**src/rtl/core/psg2fm_pkg.sv**
```systemverilog
// Shared types, constants and tables for the square-wave to FM register translator.
`timescale 1ns / 1ps

package psg2fm_pkg;

    localparam int FIFO_DEPTH = 2;

    localparam logic [30:0] CLOCK_HZ_RESET = 31'd3579545;
    localparam logic [21:0] FM_RATE_NUM    = 22'd3579545;

    localparam int CFG_IDX_W = 2;

    typedef enum logic [CFG_IDX_W-1:0] {
        REG_CLOCK_HZ  = 2'd0,
        REG_STEREO_EN = 2'd1,
        REG_TONE_MODE = 2'd2
    } cfg_reg_t;

    // noise feedback/connection words, selected by noise control bit 2
    localparam logic [3:0] NOISE_WORD_WHITE    = 4'hB;
    localparam logic [3:0] NOISE_WORD_PERIODIC = 4'hE;

    typedef enum logic [1:0] {
        CMD_STEREO,
        CMD_VOLUME,
        CMD_TONE,
        CMD_NOISE
    } cmd_kind_t;

    typedef struct packed {
        cmd_kind_t   kind;
        logic [1:0]  voice;
        logic        with_noise;
        logic [9:0]  tone_per;
        logic [10:0] noise_per;
        logic        noise_sel;
        logic [3:0]  vol;
        logic [1:0]  pan3;
        logic [7:0]  mask;
    } cmd_t;

    typedef struct packed {
        logic        start;
        logic [18:0] d;
        logic        capped;
    } freq_req_t;

    typedef struct packed {
        logic        done;
        logic [2:0]  blk;
        logic [9:0]  fnum;
    } freq_rsp_t;

    function automatic logic [7:0] vol_map(input logic [3:0] v);
        logic [7:0] r;
        case (v)
            4'd0:  r = 8'h00;
            4'd1:  r = 8'h03;
            4'd2:  r = 8'h05;
            4'd3:  r = 8'h08;
            4'd4:  r = 8'h0B;
            4'd5:  r = 8'h0D;
            4'd6:  r = 8'h10;
            4'd7:  r = 8'h13;
            4'd8:  r = 8'h15;
            4'd9:  r = 8'h18;
            4'd10: r = 8'h1B;
            4'd11: r = 8'h1D;
            4'd12: r = 8'h20;
            4'd13: r = 8'h23;
            4'd14: r = 8'h25;
            default: r = 8'h3F;
        endcase
        return r;
    endfunction

endpackage

```
**src/rtl/core/psg_to_fm_register_translator_top.sv**
```systemverilog
// Volume and stereo items pass the command queue and sequencer state before their first FM
// write is registered. Tone items wait on one frequency result, noise items on one after
// three writes, noise-retuning tone writes on two; frequency: up to 8 block steps, 11 divide.
// Throughput: one item in service, two more held in the command queue.
// Reset: synchronous active-low aresetn restores chip registers, volumes and routing.
// Top level of the square-wave to FM register write translator.
`timescale 1ns / 1ps

module psg_to_fm_register_translator_top #(
    parameter int FIFO_DEPTH = psg2fm_pkg::FIFO_DEPTH
) (
    input  logic                             aclk,
    input  logic                             aresetn,
    input  logic                             s_tvalid,
    output logic                             s_tready,
    input  logic [7:0]                       s_tdata,    // [7:0] wr_byte
    input  logic                             s_tuser,    // [0] op
    output logic                             m_tvalid,
    input  logic                             m_tready,
    output logic [15:0]                      m_tdata,    // [7:0] fm_addr, [15:8] fm_value
    output logic                             m_tlast,
    input  logic                             cfg_valid,
    output logic                             cfg_ready,
    input  logic [psg2fm_pkg::CFG_IDX_W-1:0] cfg_index,
    input  logic [30:0]                      cfg_data
);

    logic [30:0]           clock_hz_reg;
    logic                  stereo_en_reg;
    logic                  tone_mode_reg;

    logic                  accept;
    logic                  push;
    logic                  pop;
    logic                  full;
    logic                  empty;
    psg2fm_pkg::cmd_t      cmd_push;
    psg2fm_pkg::cmd_t      cmd_head;
    psg2fm_pkg::freq_req_t freq_req;
    psg2fm_pkg::freq_rsp_t freq_rsp;

    assign cfg_ready = 1'b1;
    assign s_tready  = !full;
    assign accept    = s_tvalid && s_tready;

    always_ff @(posedge aclk) begin
        if (!aresetn) begin
            clock_hz_reg  <= psg2fm_pkg::CLOCK_HZ_RESET;
            stereo_en_reg <= 1'b0;
            tone_mode_reg <= 1'b0;
        end else if (cfg_valid) begin
            case (cfg_index)
                psg2fm_pkg::REG_CLOCK_HZ:  clock_hz_reg  <= cfg_data;
                psg2fm_pkg::REG_STEREO_EN: stereo_en_reg <= cfg_data[0];
                psg2fm_pkg::REG_TONE_MODE: tone_mode_reg <= cfg_data[0];
                default: ;
            endcase
        end
    end

    psg2fm_front u_front (
        .aclk          (aclk),
        .aresetn       (aresetn),
        .accept        (accept),
        .op            (s_tuser),
        .wr_byte       (s_tdata),
        .stereo_enable (stereo_en_reg),
        .push          (push),
        .cmd           (cmd_push)
    );

    psg2fm_fifo #(
        .DEPTH (FIFO_DEPTH)
    ) u_fifo (
        .aclk    (aclk),
        .aresetn (aresetn),
        .push    (push),
        .din     (cmd_push),
        .pop     (pop),
        .dout    (cmd_head),
        .full    (full),
        .empty   (empty)
    );

    psg2fm_freq u_freq (
        .aclk     (aclk),
        .aresetn  (aresetn),
        .req      (freq_req),
        .clock_hz (clock_hz_reg),
        .rsp      (freq_rsp)
    );

    psg2fm_back u_back (
        .aclk      (aclk),
        .aresetn   (aresetn),
        .cmd_in    (cmd_head),
        .empty     (empty),
        .pop       (pop),
        .tone_mode (tone_mode_reg),
        .freq_req  (freq_req),
        .freq_rsp  (freq_rsp),
        .m_tvalid  (m_tvalid),
        .m_tready  (m_tready),
        .m_tdata   (m_tdata),
        .m_tlast   (m_tlast)
    );

`ifndef SYNTHESIS
    a_no_overflow: assert property (@(posedge aclk) disable iff (!aresetn)
        !(push && full && !pop))
        else $error("command queue overflow");

    a_no_underflow: assert property (@(posedge aclk) disable iff (!aresetn)
        !(pop && empty))
        else $error("command queue underflow");

    a_full_by_push: assert property (@(posedge aclk) disable iff (!aresetn)
        $rose(full) |-> $past(push))
        else $error("queue filled without a push");
`endif

endmodule

```
**src/rtl/core/psg2fm_fifo.sv**
```systemverilog
// Small command queue between the decode front and the write sequencer.
`timescale 1ns / 1ps

module psg2fm_fifo #(
    parameter int DEPTH = psg2fm_pkg::FIFO_DEPTH
) (
    input  logic              aclk,
    input  logic              aresetn,
    input  logic              push,
    input  psg2fm_pkg::cmd_t  din,
    input  logic              pop,
    output psg2fm_pkg::cmd_t  dout,
    output logic              full,
    output logic              empty
);

    localparam int PTR_W = (DEPTH > 1) ? $clog2(DEPTH) : 1;
    localparam int CNT_W = $clog2(DEPTH + 1);

    psg2fm_pkg::cmd_t mem [DEPTH];
    logic [PTR_W-1:0] wr_ptr_reg;
    logic [PTR_W-1:0] rd_ptr_reg;
    logic [CNT_W-1:0] count_reg;

    assign full  = (count_reg == CNT_W'(DEPTH));
    assign empty = (count_reg == '0);
    assign dout  = mem[rd_ptr_reg];

    always_ff @(posedge aclk) begin
        if (push) begin
            mem[wr_ptr_reg] <= din;
        end
    end

    always_ff @(posedge aclk) begin
        if (!aresetn) begin
            wr_ptr_reg <= '0;
            rd_ptr_reg <= '0;
            count_reg  <= '0;
        end else begin
            if (push) begin
                wr_ptr_reg <= (wr_ptr_reg == PTR_W'(DEPTH - 1)) ? '0 : wr_ptr_reg + 1'b1;
            end
            if (pop) begin
                rd_ptr_reg <= (rd_ptr_reg == PTR_W'(DEPTH - 1)) ? '0 : rd_ptr_reg + 1'b1;
            end
            if (push && !pop) begin
                count_reg <= count_reg + 1'b1;
            end else if (pop && !push) begin
                count_reg <= count_reg - 1'b1;
            end
        end
    end

endmodule

```
**src/rtl/core/psg2fm_front.sv**
```systemverilog
// Decode front: tracks sound chip latch and registers and queues write commands.
`timescale 1ns / 1ps

module psg2fm_front (
    input  logic              aclk,
    input  logic              aresetn,
    input  logic              accept,
    input  logic              op,
    input  logic [7:0]        wr_byte,
    input  logic              stereo_enable,
    output logic              push,
    output psg2fm_pkg::cmd_t  cmd
);

    logic [2:0] latched_reg;
    logic [9:0] tone_reg [4];
    logic [3:0] noise_reg;
    logic [3:0] vol3_reg;
    logic [3:0] sent_reg [4];
    logic [1:0] pan3_reg;

    logic        is_latch;
    logic [2:0]  r;
    logic [1:0]  c;
    logic [9:0]  tone_new;
    logic [3:0]  noise_new;
    logic        vol_changed;

    always_comb begin
        is_latch    = wr_byte[7];
        r           = is_latch ? wr_byte[6:4] : latched_reg;
        c           = r[2:1];
        tone_new    = is_latch ? {tone_reg[c][9:4], wr_byte[3:0]}
                               : {wr_byte[5:0], tone_reg[c][3:0]};
        noise_new   = wr_byte[3:0];
        vol_changed = (wr_byte[3:0] != sent_reg[c]);

        push           = 1'b0;
        cmd            = '0;
        cmd.voice      = c;
        cmd.noise_sel  = noise_reg[2];
        cmd.vol        = vol3_reg;
        cmd.pan3       = pan3_reg;
        cmd.mask       = wr_byte;
        cmd.tone_per   = tone_new;

        if (op) begin
            cmd.kind = psg2fm_pkg::CMD_STEREO;
            push     = accept && stereo_enable;
        end else begin
            unique case (r)
                3'd0, 3'd2, 3'd4: begin
                    cmd.kind       = psg2fm_pkg::CMD_TONE;
                    cmd.with_noise = (r == 3'd4) && (noise_reg[1:0] == 2'b11);
                    cmd.noise_per  = {tone_new, 1'b0};
                    push           = accept && !is_latch;
                end
                3'd6: begin
                    cmd.kind      = psg2fm_pkg::CMD_NOISE;
                    cmd.noise_sel = noise_new[2];
                    cmd.noise_per = (noise_new[1:0] == 2'b11) ? {tone_reg[2], 1'b0}
                                  : 11'(11'd1 << (3'd5 + 3'(noise_new[1:0])));
                    push          = accept;
                end
                default: begin
                    cmd.kind = psg2fm_pkg::CMD_VOLUME;
                    cmd.vol  = wr_byte[3:0];
                    push     = accept && vol_changed;
                end
            endcase
        end
    end

    always_ff @(posedge aclk) begin
        if (!aresetn) begin
            latched_reg <= '0;
            noise_reg   <= '0;
            vol3_reg    <= 4'hF;
            pan3_reg    <= 2'b11;
            for (int i = 0; i < 4; i++) begin
                tone_reg[i] <= '0;
                sent_reg[i] <= 4'hF;
            end
        end else if (accept) begin
            if (op) begin
                if (stereo_enable) begin
                    pan3_reg <= {wr_byte[3], wr_byte[7]};
                end
            end else begin
                if (is_latch) begin
                    latched_reg <= r;
                end
                unique case (r)
                    3'd0, 3'd2, 3'd4: tone_reg[c] <= tone_new;
                    3'd6:             noise_reg   <= noise_new;
                    default: begin
                        if (r == 3'd7) begin
                            vol3_reg <= wr_byte[3:0];
                        end
                        sent_reg[c] <= wr_byte[3:0];
                    end
                endcase
            end
        end
    end

endmodule

```
**src/rtl/core/psg2fm_freq.sv**
```systemverilog
// Frequency unit: block search by compares and a serial rounding divide for the F-number.
`timescale 1ns / 1ps

module psg2fm_freq (
    input  logic                   aclk,
    input  logic                   aresetn,
    input  psg2fm_pkg::freq_req_t  req,
    input  logic [30:0]            clock_hz,
    output psg2fm_pkg::freq_rsp_t  rsp
);

    typedef enum logic [2:0] {
        F_IDLE,
        F_MUL,
        F_CHK,
        F_BLK,
        F_DIV,
        F_DONE
    } fstate_t;

    fstate_t     state_reg;
    logic [18:0] d_reg;
    logic        capped_reg;
    logic [40:0] rate_reg;
    logic [37:0] clk72_reg;
    logic [27:0] d440_reg;
    logic [35:0] cmp_reg;
    logic [2:0]  blk_reg;
    logic [59:0] rem_reg;
    logic [51:0] dsh_reg;
    logic [10:0] q_reg;
    logic [3:0]  step_reg;
    logic        done_reg;
    logic [9:0]  fnum_reg;

    logic        too_fast;
    logic        too_low;
    logic        too_high;
    logic        blk_up;
    logic [57:0] num_sh;
    logic [59:0] div_n;
    logic        div_ge;

    always_comb begin
        too_fast = capped_reg && (41'(clk72_reg) > rate_reg);
        too_low  = ({clock_hz, 6'b0} <= 37'(d440_reg));
        too_high = (clock_hz >= {d440_reg, 3'b0});
        blk_up   = (blk_reg != 3'd7) && ({clock_hz, 5'b0} >= cmp_reg);
        num_sh   = 58'(clk72_reg) << (5'd20 - 5'(blk_reg));
        div_n    = 60'({num_sh, 1'b0}) + 60'(rate_reg);
        div_ge   = (rem_reg >= 60'(dsh_reg));
    end

    assign rsp = '{done: done_reg, blk: blk_reg, fnum: fnum_reg};

    always_ff @(posedge aclk) begin
        if (!aresetn) begin
            state_reg <= F_IDLE;
            done_reg  <= 1'b0;
        end else begin
            done_reg <= 1'b0;
            unique case (state_reg)
                F_IDLE: begin
                    if (req.start) begin
                        d_reg      <= req.d;
                        capped_reg <= req.capped;
                        state_reg  <= F_MUL;
                    end
                end
                F_MUL: begin
                    rate_reg  <= 41'(psg2fm_pkg::FM_RATE_NUM) * 41'(d_reg);
                    clk72_reg <= 38'({clock_hz, 6'b0}) + 38'({clock_hz, 3'b0});
                    d440_reg  <= 28'(d_reg) * 28'd440;
                    state_reg <= F_CHK;
                end
                F_CHK: begin
                    if (d_reg == '0 || clock_hz == '0 || too_fast || too_low) begin
                        blk_reg   <= '0;
                        fnum_reg  <= '0;
                        done_reg  <= 1'b1;
                        state_reg <= F_IDLE;
                    end else if (too_high) begin
                        blk_reg   <= 3'd7;
                        fnum_reg  <= 10'h3FF;
                        done_reg  <= 1'b1;
                        state_reg <= F_IDLE;
                    end else begin
                        blk_reg   <= '0;
                        cmp_reg   <= 36'({d440_reg, 1'b0});
                        state_reg <= F_BLK;
                    end
                end
                F_BLK: begin
                    if (blk_up) begin
                        blk_reg <= blk_reg + 3'd1;
                        cmp_reg <= {cmp_reg[34:0], 1'b0};
                    end else begin
                        rem_reg   <= div_n;
                        dsh_reg   <= {rate_reg, 11'b0};
                        q_reg     <= '0;
                        step_reg  <= 4'd10;
                        state_reg <= F_DIV;
                    end
                end
                F_DIV: begin
                    if (div_ge) begin
                        rem_reg <= rem_reg - 60'(dsh_reg);
                    end
                    q_reg   <= {q_reg[9:0], div_ge};
                    dsh_reg <= dsh_reg >> 1;
                    if (step_reg == '0) begin
                        state_reg <= F_DONE;
                    end else begin
                        step_reg <= step_reg - 4'd1;
                    end
                end
                F_DONE: begin
                    fnum_reg  <= q_reg[10] ? 10'h3FF : q_reg[9:0];
                    done_reg  <= 1'b1;
                    state_reg <= F_IDLE;
                end
                default: state_reg <= F_IDLE;
            endcase
        end
    end

endmodule

```
**src/rtl/core/psg2fm_back.sv**
```systemverilog
// Write sequencer: turns queued commands into FM register write beats.
`timescale 1ns / 1ps

module psg2fm_back (
    input  logic                   aclk,
    input  logic                   aresetn,
    input  psg2fm_pkg::cmd_t       cmd_in,
    input  logic                   empty,
    output logic                   pop,
    input  logic                   tone_mode,
    output psg2fm_pkg::freq_req_t  freq_req,
    input  psg2fm_pkg::freq_rsp_t  freq_rsp,
    output logic                   m_tvalid,
    input  logic                   m_tready,
    output logic [15:0]            m_tdata,
    output logic                   m_tlast
);

    localparam logic [7:0] FM_LEVEL       = 8'h40;
    localparam logic [7:0] FM_LEVEL_NOISE = 8'h48;
    localparam logic [7:0] FM_LEVEL_V3    = 8'h4B;
    localparam logic [7:0] FM_FNUM_LO     = 8'hA0;
    localparam logic [7:0] FM_KEY_BLK     = 8'hB0;
    localparam logic [7:0] FM_FB_CONN     = 8'hC0;

    typedef enum logic [3:0] {
        B_IDLE,
        B_STEREO,
        B_VOL48,
        B_VOL4X,
        B_TSTART,
        B_TWAIT,
        B_TA,
        B_TB,
        B_NC3,
        B_N48,
        B_NB3Z,
        B_NSTART,
        B_NWAIT,
        B_NA,
        B_NB
    } bstate_t;

    bstate_t           state_reg, state_next;
    psg2fm_pkg::cmd_t  cmd_reg, cmd_next;
    logic [1:0]        cnt_reg, cnt_next;
    logic              m_valid_reg;
    logic [7:0]        m_addr_reg;
    logic [7:0]        m_val_reg;
    logic              m_last_reg;

    logic              out_free;
    logic              em;
    logic [7:0]        em_addr;
    logic [7:0]        em_val;
    logic              em_last;
    logic [3:0]        noise_word;
    logic [3:0]        low4;
    logic [1:0]        pan_i;

    assign out_free   = !m_valid_reg || m_tready;
    assign noise_word = cmd_reg.noise_sel ? psg2fm_pkg::NOISE_WORD_PERIODIC
                                          : psg2fm_pkg::NOISE_WORD_WHITE;
    assign m_tvalid   = m_valid_reg;
    assign m_tdata    = {m_val_reg, m_addr_reg};
    assign m_tlast    = m_last_reg;

    always_comb begin
        state_next = state_reg;
        cmd_next   = cmd_reg;
        cnt_next   = cnt_reg;
        pop        = 1'b0;
        em         = 1'b0;
        em_addr    = '0;
        em_val     = '0;
        em_last    = 1'b0;
        freq_req   = '0;
        pan_i      = {cmd_reg.mask[cnt_reg], cmd_reg.mask[3'd4 + 3'(cnt_reg)]};
        low4       = (cnt_reg == 2'd3) ? noise_word : {3'b000, tone_mode};

        unique case (state_reg)
            B_IDLE: begin
                if (!empty) begin
                    pop      = 1'b1;
                    cmd_next = cmd_in;
                    cnt_next = '0;
                    unique case (cmd_in.kind)
                        psg2fm_pkg::CMD_STEREO: state_next = B_STEREO;
                        psg2fm_pkg::CMD_VOLUME: begin
                            state_next = (cmd_in.voice == 2'd3 && !cmd_in.noise_sel)
                                       ? B_VOL48 : B_VOL4X;
                        end
                        psg2fm_pkg::CMD_TONE:   state_next = B_TSTART;
                        default:                state_next = B_NC3;
                    endcase
                end
            end
            B_STEREO: begin
                em      = 1'b1;
                em_addr = FM_FB_CONN | 8'(cnt_reg);
                em_val  = {2'b00, pan_i, low4};
                em_last = (cnt_reg == 2'd3);
                if (out_free) begin
                    cnt_next = cnt_reg + 2'd1;
                    if (cnt_reg == 2'd3) begin
                        state_next = B_IDLE;
                    end
                end
            end
            B_VOL48: begin
                em      = 1'b1;
                em_addr = FM_LEVEL_NOISE;
                em_val  = psg2fm_pkg::vol_map(cmd_reg.vol);
                if (out_free) begin
                    state_next = B_VOL4X;
                end
            end
            B_VOL4X: begin
                em      = 1'b1;
                em_addr = (cmd_reg.voice == 2'd3) ? FM_LEVEL_V3
                        : FM_LEVEL | (8'(cmd_reg.voice) + 8'd3);
                em_val  = psg2fm_pkg::vol_map(cmd_reg.vol);
                em_last = 1'b1;
                if (out_free) begin
                    state_next = B_IDLE;
                end
            end
            B_TSTART: begin
                freq_req.start  = 1'b1;
                freq_req.d      = 19'({cmd_reg.tone_per, 5'b0});
                freq_req.capped = 1'b1;
                state_next      = B_TWAIT;
            end
            B_TWAIT: begin
                if (freq_rsp.done) begin
                    state_next = B_TA;
                end
            end
            B_TA: begin
                em      = 1'b1;
                em_addr = FM_FNUM_LO | 8'(cmd_reg.voice);
                em_val  = freq_rsp.fnum[7:0];
                if (out_free) begin
                    state_next = B_TB;
                end
            end
            B_TB: begin
                em      = 1'b1;
                em_addr = FM_KEY_BLK | 8'(cmd_reg.voice);
                em_val  = {3'b001, freq_rsp.blk, freq_rsp.fnum[9:8]};
                em_last = !cmd_reg.with_noise;
                if (out_free) begin
                    state_next = cmd_reg.with_noise ? B_NC3 : B_IDLE;
                end
            end
            B_NC3: begin
                em      = 1'b1;
                em_addr = FM_FB_CONN | 8'd3;
                em_val  = {2'b00, cmd_reg.pan3, noise_word};
                if (out_free) begin
                    state_next = B_N48;
                end
            end
            B_N48: begin
                em      = 1'b1;
                em_addr = FM_LEVEL_NOISE;
                em_val  = cmd_reg.noise_sel ? 8'h00 : psg2fm_pkg::vol_map(cmd_reg.vol);
                if (out_free) begin
                    state_next = B_NB3Z;
                end
            end
            B_NB3Z: begin
                em      = 1'b1;
                em_addr = FM_KEY_BLK | 8'd3;
                em_val  = 8'h00;
                if (out_free) begin
                    state_next = B_NSTART;
                end
            end
            B_NSTART: begin
                freq_req.start  = 1'b1;
                freq_req.d      = cmd_reg.noise_sel ? {cmd_reg.noise_per, 8'b0}
                                                    : 19'({cmd_reg.noise_per, 5'b0});
                freq_req.capped = 1'b0;
                state_next      = B_NWAIT;
            end
            B_NWAIT: begin
                if (freq_rsp.done) begin
                    state_next = B_NA;
                end
            end
            B_NA: begin
                em      = 1'b1;
                em_addr = FM_FNUM_LO | 8'd3;
                em_val  = freq_rsp.fnum[7:0];
                if (out_free) begin
                    state_next = B_NB;
                end
            end
            B_NB: begin
                em      = 1'b1;
                em_addr = FM_KEY_BLK | 8'd3;
                em_val  = {3'b001, freq_rsp.blk, freq_rsp.fnum[9:8]};
                em_last = 1'b1;
                if (out_free) begin
                    state_next = B_IDLE;
                end
            end
            default: state_next = B_IDLE;
        endcase
    end

    always_ff @(posedge aclk) begin
        if (!aresetn) begin
            state_reg   <= B_IDLE;
            cnt_reg     <= '0;
            m_valid_reg <= 1'b0;
        end else begin
            state_reg <= state_next;
            cnt_reg   <= cnt_next;
            cmd_reg   <= cmd_next;
            if (out_free) begin
                m_valid_reg <= em;
                if (em) begin
                    m_addr_reg <= em_addr;
                    m_val_reg  <= em_val;
                    m_last_reg <= em_last;
                end
            end
        end
    end

endmodule
```
**config.mk**
```make
export PLATFORM = sky130hd
export DESIGN_NAME = psg_to_fm_register_translator_top
export DESIGN_NICKNAME = d
export VERILOG_FILES = /design/src/rtl/core/psg2fm_pkg.sv /design/src/rtl/core/psg_to_fm_register_translator_top.sv /design/src/rtl/core/psg2fm_fifo.sv /design/src/rtl/core/psg2fm_front.sv /design/src/rtl/core/psg2fm_freq.sv /design/src/rtl/core/psg2fm_back.sv
export SDC_FILE = /design/constraint.sdc
export NUM_CORES = 2
export LEC_CHECK = 0
export ABC_CLOCK_PERIOD_IN_PS = 12000
export BUFFER_PORTS_ARGS = -buffer_cell sky130_fd_sc_hd__buf_2
export CAP_MARGIN = 20
export CORE_UTILIZATION = 60
export CTS_CLUSTER_SIZE = 8
export DETAILED_ROUTE_END_ITERATION = 16
export GPL_TIMING_DRIVEN = 0
export PLACE_DENSITY = 0.77
export SLEW_MARGIN = 25
export SYNTH_ARGS = -nofsm -noshare
export SYNTH_HDL_FRONTEND = slang
export SYNTH_SLANG_ARGS = --single-unit
```
**constraint.sdc**
```tcl
create_clock -name aclk -period 12 [get_ports aclk]
set_input_delay 3.6 -clock aclk [delete_from_list [all_inputs] [get_ports aclk]]
set_output_delay 3.6 -clock aclk [all_outputs]
set_load 0.01 [all_outputs]
```
# == Yosys cells after proc, flatten, opt, wreduce, memory -nomap -nowiden ==
# Memory sizes are Yosys's and may differ from the RTL's. A register that Yosys moved wholly into a read port is not among the register bits.
# Cells that the tools add are included.
# W data, S select, Z words.
# totals
input_bits,47
mem_count,6
output_inout_bits,20
mem_bits_ro,288
ramBits,138
register_bits,416
# mem_list
name,words,word_bits,read_ports,rd_clocked_by_memory_dff,wr,line,text
(no name shown),16,6,1,1,0,psg2fm_pkg.sv:56,case (v)
(no name shown),16,6,1,1,0,psg2fm_pkg.sv:56,
(no name shown),16,6,1,1,0,psg2fm_pkg.sv:56,
u_fifo.mem,2,41,1,1,1,psg2fm_fifo.sv:20,psg2fm_pkg::cmd_t mem [DEPTH];
u_front.tone_reg,4,10,2,0,4,psg2fm_front.sv:16,logic [9:0] tone_reg [4];
u_front.sent_reg,4,4,1,0,4,psg2fm_front.sv:19,logic [3:0] sent_reg [4];
# classes
shifts,2
n_mux,108
addsub,14
n_reduce_logical,65
mul,2
order_cmp,7
n_bitwise,3
n_eq_ne,57
# ops
operator,count
$mux W60,2
$pmux W60 S2,1
$mux W36,3
$pmux W52 S2,1
$mux W4,22
$pmux W36 S2,1
$pmux W8 S8,1
$add A59 B41 Y60,1
$ge A60 B52 Y1,1
$sub A60 B52 Y60,1
$shl A38 B5 Y58,1
$pmux W4 S14,1
$pmux W8 S7,1
$mux W52,1
$mux W10,5
$pmux W11 S2,2
$pmux W21 S2,1
$gt A38 B41 Y1,1
$mul A22 B19 Y41 const A,1
$add A37 B34 Y38,1
$le A37 B28 Y1,1
$ge A36 B36 Y1,1
$reduce_and A3 Y1,11
$ge A31 B31 Y1,1
61 further kinds,195

# == Longest topological paths before layout ==
# logic_depth
word_depth,10
mapped_depth,27

# == Hierarchy ==
# A second synthesis with hierarchy kept.
# hier_totals
hier_cells,4400
hier_area_um2,44721.6
# modules_own_cells
module,seq_area_each_um2,area_each_um2,instances,cells_each
psg2fm_freq,8848.5,32949.1,1,3471
psg2fm_back,1941.9,3597.2,1,317
psg2fm_front,1921.8,3587.2,1,312
psg2fm_fifo,2562.5,3168.0,1,150
psg_to_fm_register_translator_top,660.6,1420.1,1,150

# == Least setup slack after synthesis ==
# No wires, ideal clock.
# synth_path
path_kind,in2reg
startpoint,input s_tdata[7]
endpoint,"memory u_fifo.mem[0][0] in the netlist's numbering, enable pin"
required_time_ps,11556
path_buffers,2
path_slack_ps,4276
stages,8
t_arrival_ps,7280
setup_ps,444
path_cell_list,clkbuf_1 > mux2i_1 > clkbuf_1 > nor2_1 > nor2_1 > nor3_1 > o221ai_1 > nor2b_1
# synth_between
elab_chain_len,8
word_cells_on_any_way,15
# synth_lines
element,line,text
start: declaration,psg_to_fm_register_translator_top.sv:16,"input logic [7:0] s_tdata,"
$mux W3,psg2fm_front.sv:31,r = is_latch ? wr_byte[6:4] : latched_reg;
$mem_v2 Z4 W4,--,
$ne A4 B4 Y1,psg2fm_front.sv:36,vol_changed = (wr_byte[3:0] != sent_reg[c]);
$logic_and A1 B1 Y1,psg2fm_front.sv:68,push = accept && vol_changed;
$pmux W1 S2 (*),psg2fm_front.sv:51,unique case (r)
$mux W1 (*),psg2fm_front.sv:47,if (op) begin
via push,psg_to_fm_register_translator_top.sv:33,logic push;
$mux W1 (*),psg2fm_fifo.sv:30,if (push) begin
$mux W1 (implied by the code) (*),psg2fm_fifo.sv:31,mem[wr_ptr_reg] <= din;
end: declaration,psg2fm_fifo.sv:20,
# Mark *: on every way through the listed nets, which the timed path passes. The rest lies on a longest branch.

# == Worst setup path after layout ==
# layout_path
startpoint,register u_freq.blk_reg[0]
endpoint,"register u_freq.rem_reg[39], data pin"
# layout_between
elab_chain_len,5
# layout_lines
element,line,text
start: declaration,psg2fm_freq.sv:28,logic [2:0] blk_reg;
start signal: assignment,psg2fm_freq.sv:95,blk_reg <= blk_reg + 3'd1;
$sub A5 B3 Y5,psg2fm_freq.sv:49,num_sh = 58'(clk72_reg) << (5'd20 - 5'(blk_reg));
$shl A38 B5 Y58,psg2fm_freq.sv:49,
$add A59 B41 Y60,psg2fm_freq.sv:50,"div_n = 60'({num_sh, 1'b0}) + 60'(rate_reg);"
$mux W60,psg2fm_freq.sv:94,if (blk_up) begin
$pmux W60 S2,psg2fm_freq.sv:62,unique case (state_reg)
end signal: assignment,psg2fm_freq.sv:98,rem_reg <= div_n;
end signal: assignment,psg2fm_freq.sv:107,rem_reg <= rem_reg - 60'(dsh_reg);
end: declaration,psg2fm_freq.sv:29,logic [59:0] rem_reg;
# Every way passes these cells. The select of a mux whose other input is x is not followed.
# A chain may end at the register's enable or synchronous reset.

==> metrics.cfg <==
[flow_run]
drv_cap=0

[grt]
antenna_found_initial=2
grt_pass1_vias=31440
grt_max_degree=53
grt_pass1_wl_microns=180000
grt.overflow.total=0
grt_usage_pct=34.8

[layout]
nets=4848
layout.cells.non_filler=5170
drive_gt1_share_pct=7.93
largest_register_ffs=82
area_delta_synth_final_pct=9.89

[placed_design]
dp.cells=5041
place_congestion=1.04
port_buffers=65
dp_hpwl_microns=93800

[routing]
routed_via_density=6.22
drt-total-wl_microns=119000
wl_per_cell_microns=23.0
dr.pass1.iters=6
ant_nets=0
vias=32171
drtIter0Drc=2880
drc=0

[synthesis]
yosysWarnings=0
synth_cells=4097
syn_avg_cell_area_sq_um=9.86
netlist_area_sq_um=40400
synth_edf_count=466
yosys.area.top_type=edfxtp_1
synth-seq-cells=533
synthArstFlopShare_pct=0
synth.most_common_cell=edfxtp_1
yosys.cell_types.count=97
ys_top_cells_by_area=edfxtp_1, ha_1, fa_1
synth_common_cells=edfxtp_1, nand2_1, ha_1
synth_ff_type=edfxtp_1
synth_top_area_share_pct=34.6
synth-seq-area-share_pct=38.0

[critical_path]
worstPathRequired_ns=12.34
cpPeakStageDelay_ns=0.64
cp_max_fo=10
path_delay_family=buffers and inverters
endpoint_kind=flop
path_cells=clkbuf_4 -> clkinv_1 -> ha_1 -> inv_1 -> ha_1 -> clkbuf_1 -> inv_1 -> clkbuf_1 -> buf_2 -> clkbuf_1 -> o21ai_0 -> o21ai_0 -> nor2_1 -> ha_1 -> a21oi_1 -> nand2b_1 -> or4_1 -> and4_1 -> o21a_1 -> o31ai_1 -> a21oi_1 -> and3b_1 -> nor4_1 -> a21oi_1
slowest_stage=or4_1
critPathBufInv=8
crit_path_start_kind=flop
cp.arrival_ns=7.84
worstSetupPathType=reg2reg

[floorplan]
dieArea_sq_um=68400
die-height_microns=262
io_pins=67
coreArea_sq_um=66200
die_w_microns=262
initial_core_util_pct=61.0
fp-row-count=94

[cts]
post_cts_buffers=0
cts_root_buf=clkbuf_16
clock-sinks=533
cts_resized=0
clk_path_buf_depth=3
h-tree-depth=3
tritoncts=done
cts_buffers=77
postCtsHoldBufs=0
clk_pin_slew_ns=0.05
insertion_delay_ns=0.63

[timing]
rsz0062_at_grt=false
finalClockSkew_ns=0.0333
hold_viol=0
slew_headroom_pct=29.3
fmax_mhz=133
fin_tns_setup_ns=0
drv_slew=0
tightest_slew_ns=1.03
finalCriticalPeriod_ns=7.51
setup_viol=0
min_period_over_period_pct=62.5

[outcome]
outcome=finished, final reports clean

[power]
power.leakage_nw=18.7
power_density_nw_per_um2=303
ir_worst_vdd_mv=0.442

[min_path]
hold_path_class=reg2reg

layout make-up:
class / instances / area [sq um]
Antenna cell: 4 / 10.0
Buffer: 166 / 763
Clock buffer: 116 / 2090
Clock inverter: 9 / 183
Fill cell: 5243 / 21800
Inverter: 399 / 1500
Multi-Input combinational cell: 3000 / 22900
Sequential cell: 533 / 15300
Tap cell: 864 / 1080
Timing Repair Buffer: 79 / 566
worst paths after layout:
kind                                        startpoint                      to  slack, ns  depth (start not counted)
worst max register to register       u_freq.blk_reg[0]      u_freq.rem_reg[39]       4.49                         24
worst min-delay path            u_front.latched_reg[1]  u_front.latched_reg[1]       0.46                          2
worst max-delay path                 u_freq.blk_reg[0]      u_freq.rem_reg[39]       4.49                         24
worst min register to register  u_front.latched_reg[1]  u_front.latched_reg[1]       0.46                          2
report_power, final:
group | total (mW) | internal (mW) | switching [mW]
logic | 8.51 | 3.43 | 5.07
registers | 2.90 | 2.72 | 0.183
clock network | 2.05 | 1.23 | 0.824
metal layers:
metal	vias to the layer above	global-route usage, %	wire [microns]
met1	15460	40.6	45300
li1	14988	-	-
met3	386	4.74	7200
met2	1337	60.6	58300
met4	0	21.7	8100
met5	-	0	0
metrics by stage:
step	area (sq um)	total power, mW	hold WS [ns]	utilization (%)	worst slack (ns)
global placement	41800	11.0	0.436	63.2	2.43
detailed placement	42100	11.2	0.453	63.6	4.57
finish	44400	13.5	0.462	67.1	4.49
global route	44400	14.4	0.480	67.0	4.24
CTS	44400	13.4	0.465	67.0	4.65
floorplan	40400	8.91	0.425	-	4.28
cells in the final DEF (no fill, tap or decap), types with 88 or more instances in the layout:
cell type and instances:
o21ai_0 242, xnor2_1 112, buf_2 88, nand2_1 427
a21oi_1 272, fa_1 137, edfxtp_1 466, clkbuf_1 149
a21o_1 97, inv_1 394, ha_1 408, nor2_1 316
logic make-up (layout without fill, tap and decap cells):
group                    after synthesis  after routing  share of synthesized area (%)
flip-flops                           533            533                           38.0
buffers and inverters                565            769                           5.59
other                                  2              7                         0.0186
XOR/XNOR                             173            173                           3.75
multiplexers                         174            174                           5.36
AND/OR/NAND/NOR                     1164           1164                           13.3
AO/OA/AOI/OAI                        941            941                           14.6
adder cells (fa/ha/maj)              545            545                           19.4
worst reg2reg max path: cells and delay by family, from the launching register on:
kind            cells  cell delay [ns]
flops               1             0.42
simple gates        6             1.57
buf+inv             8             2.43
fa+ha+maj           3             1.01
compound gates      7             1.78
Note: power is estimated with default switching activity, not from simulation.
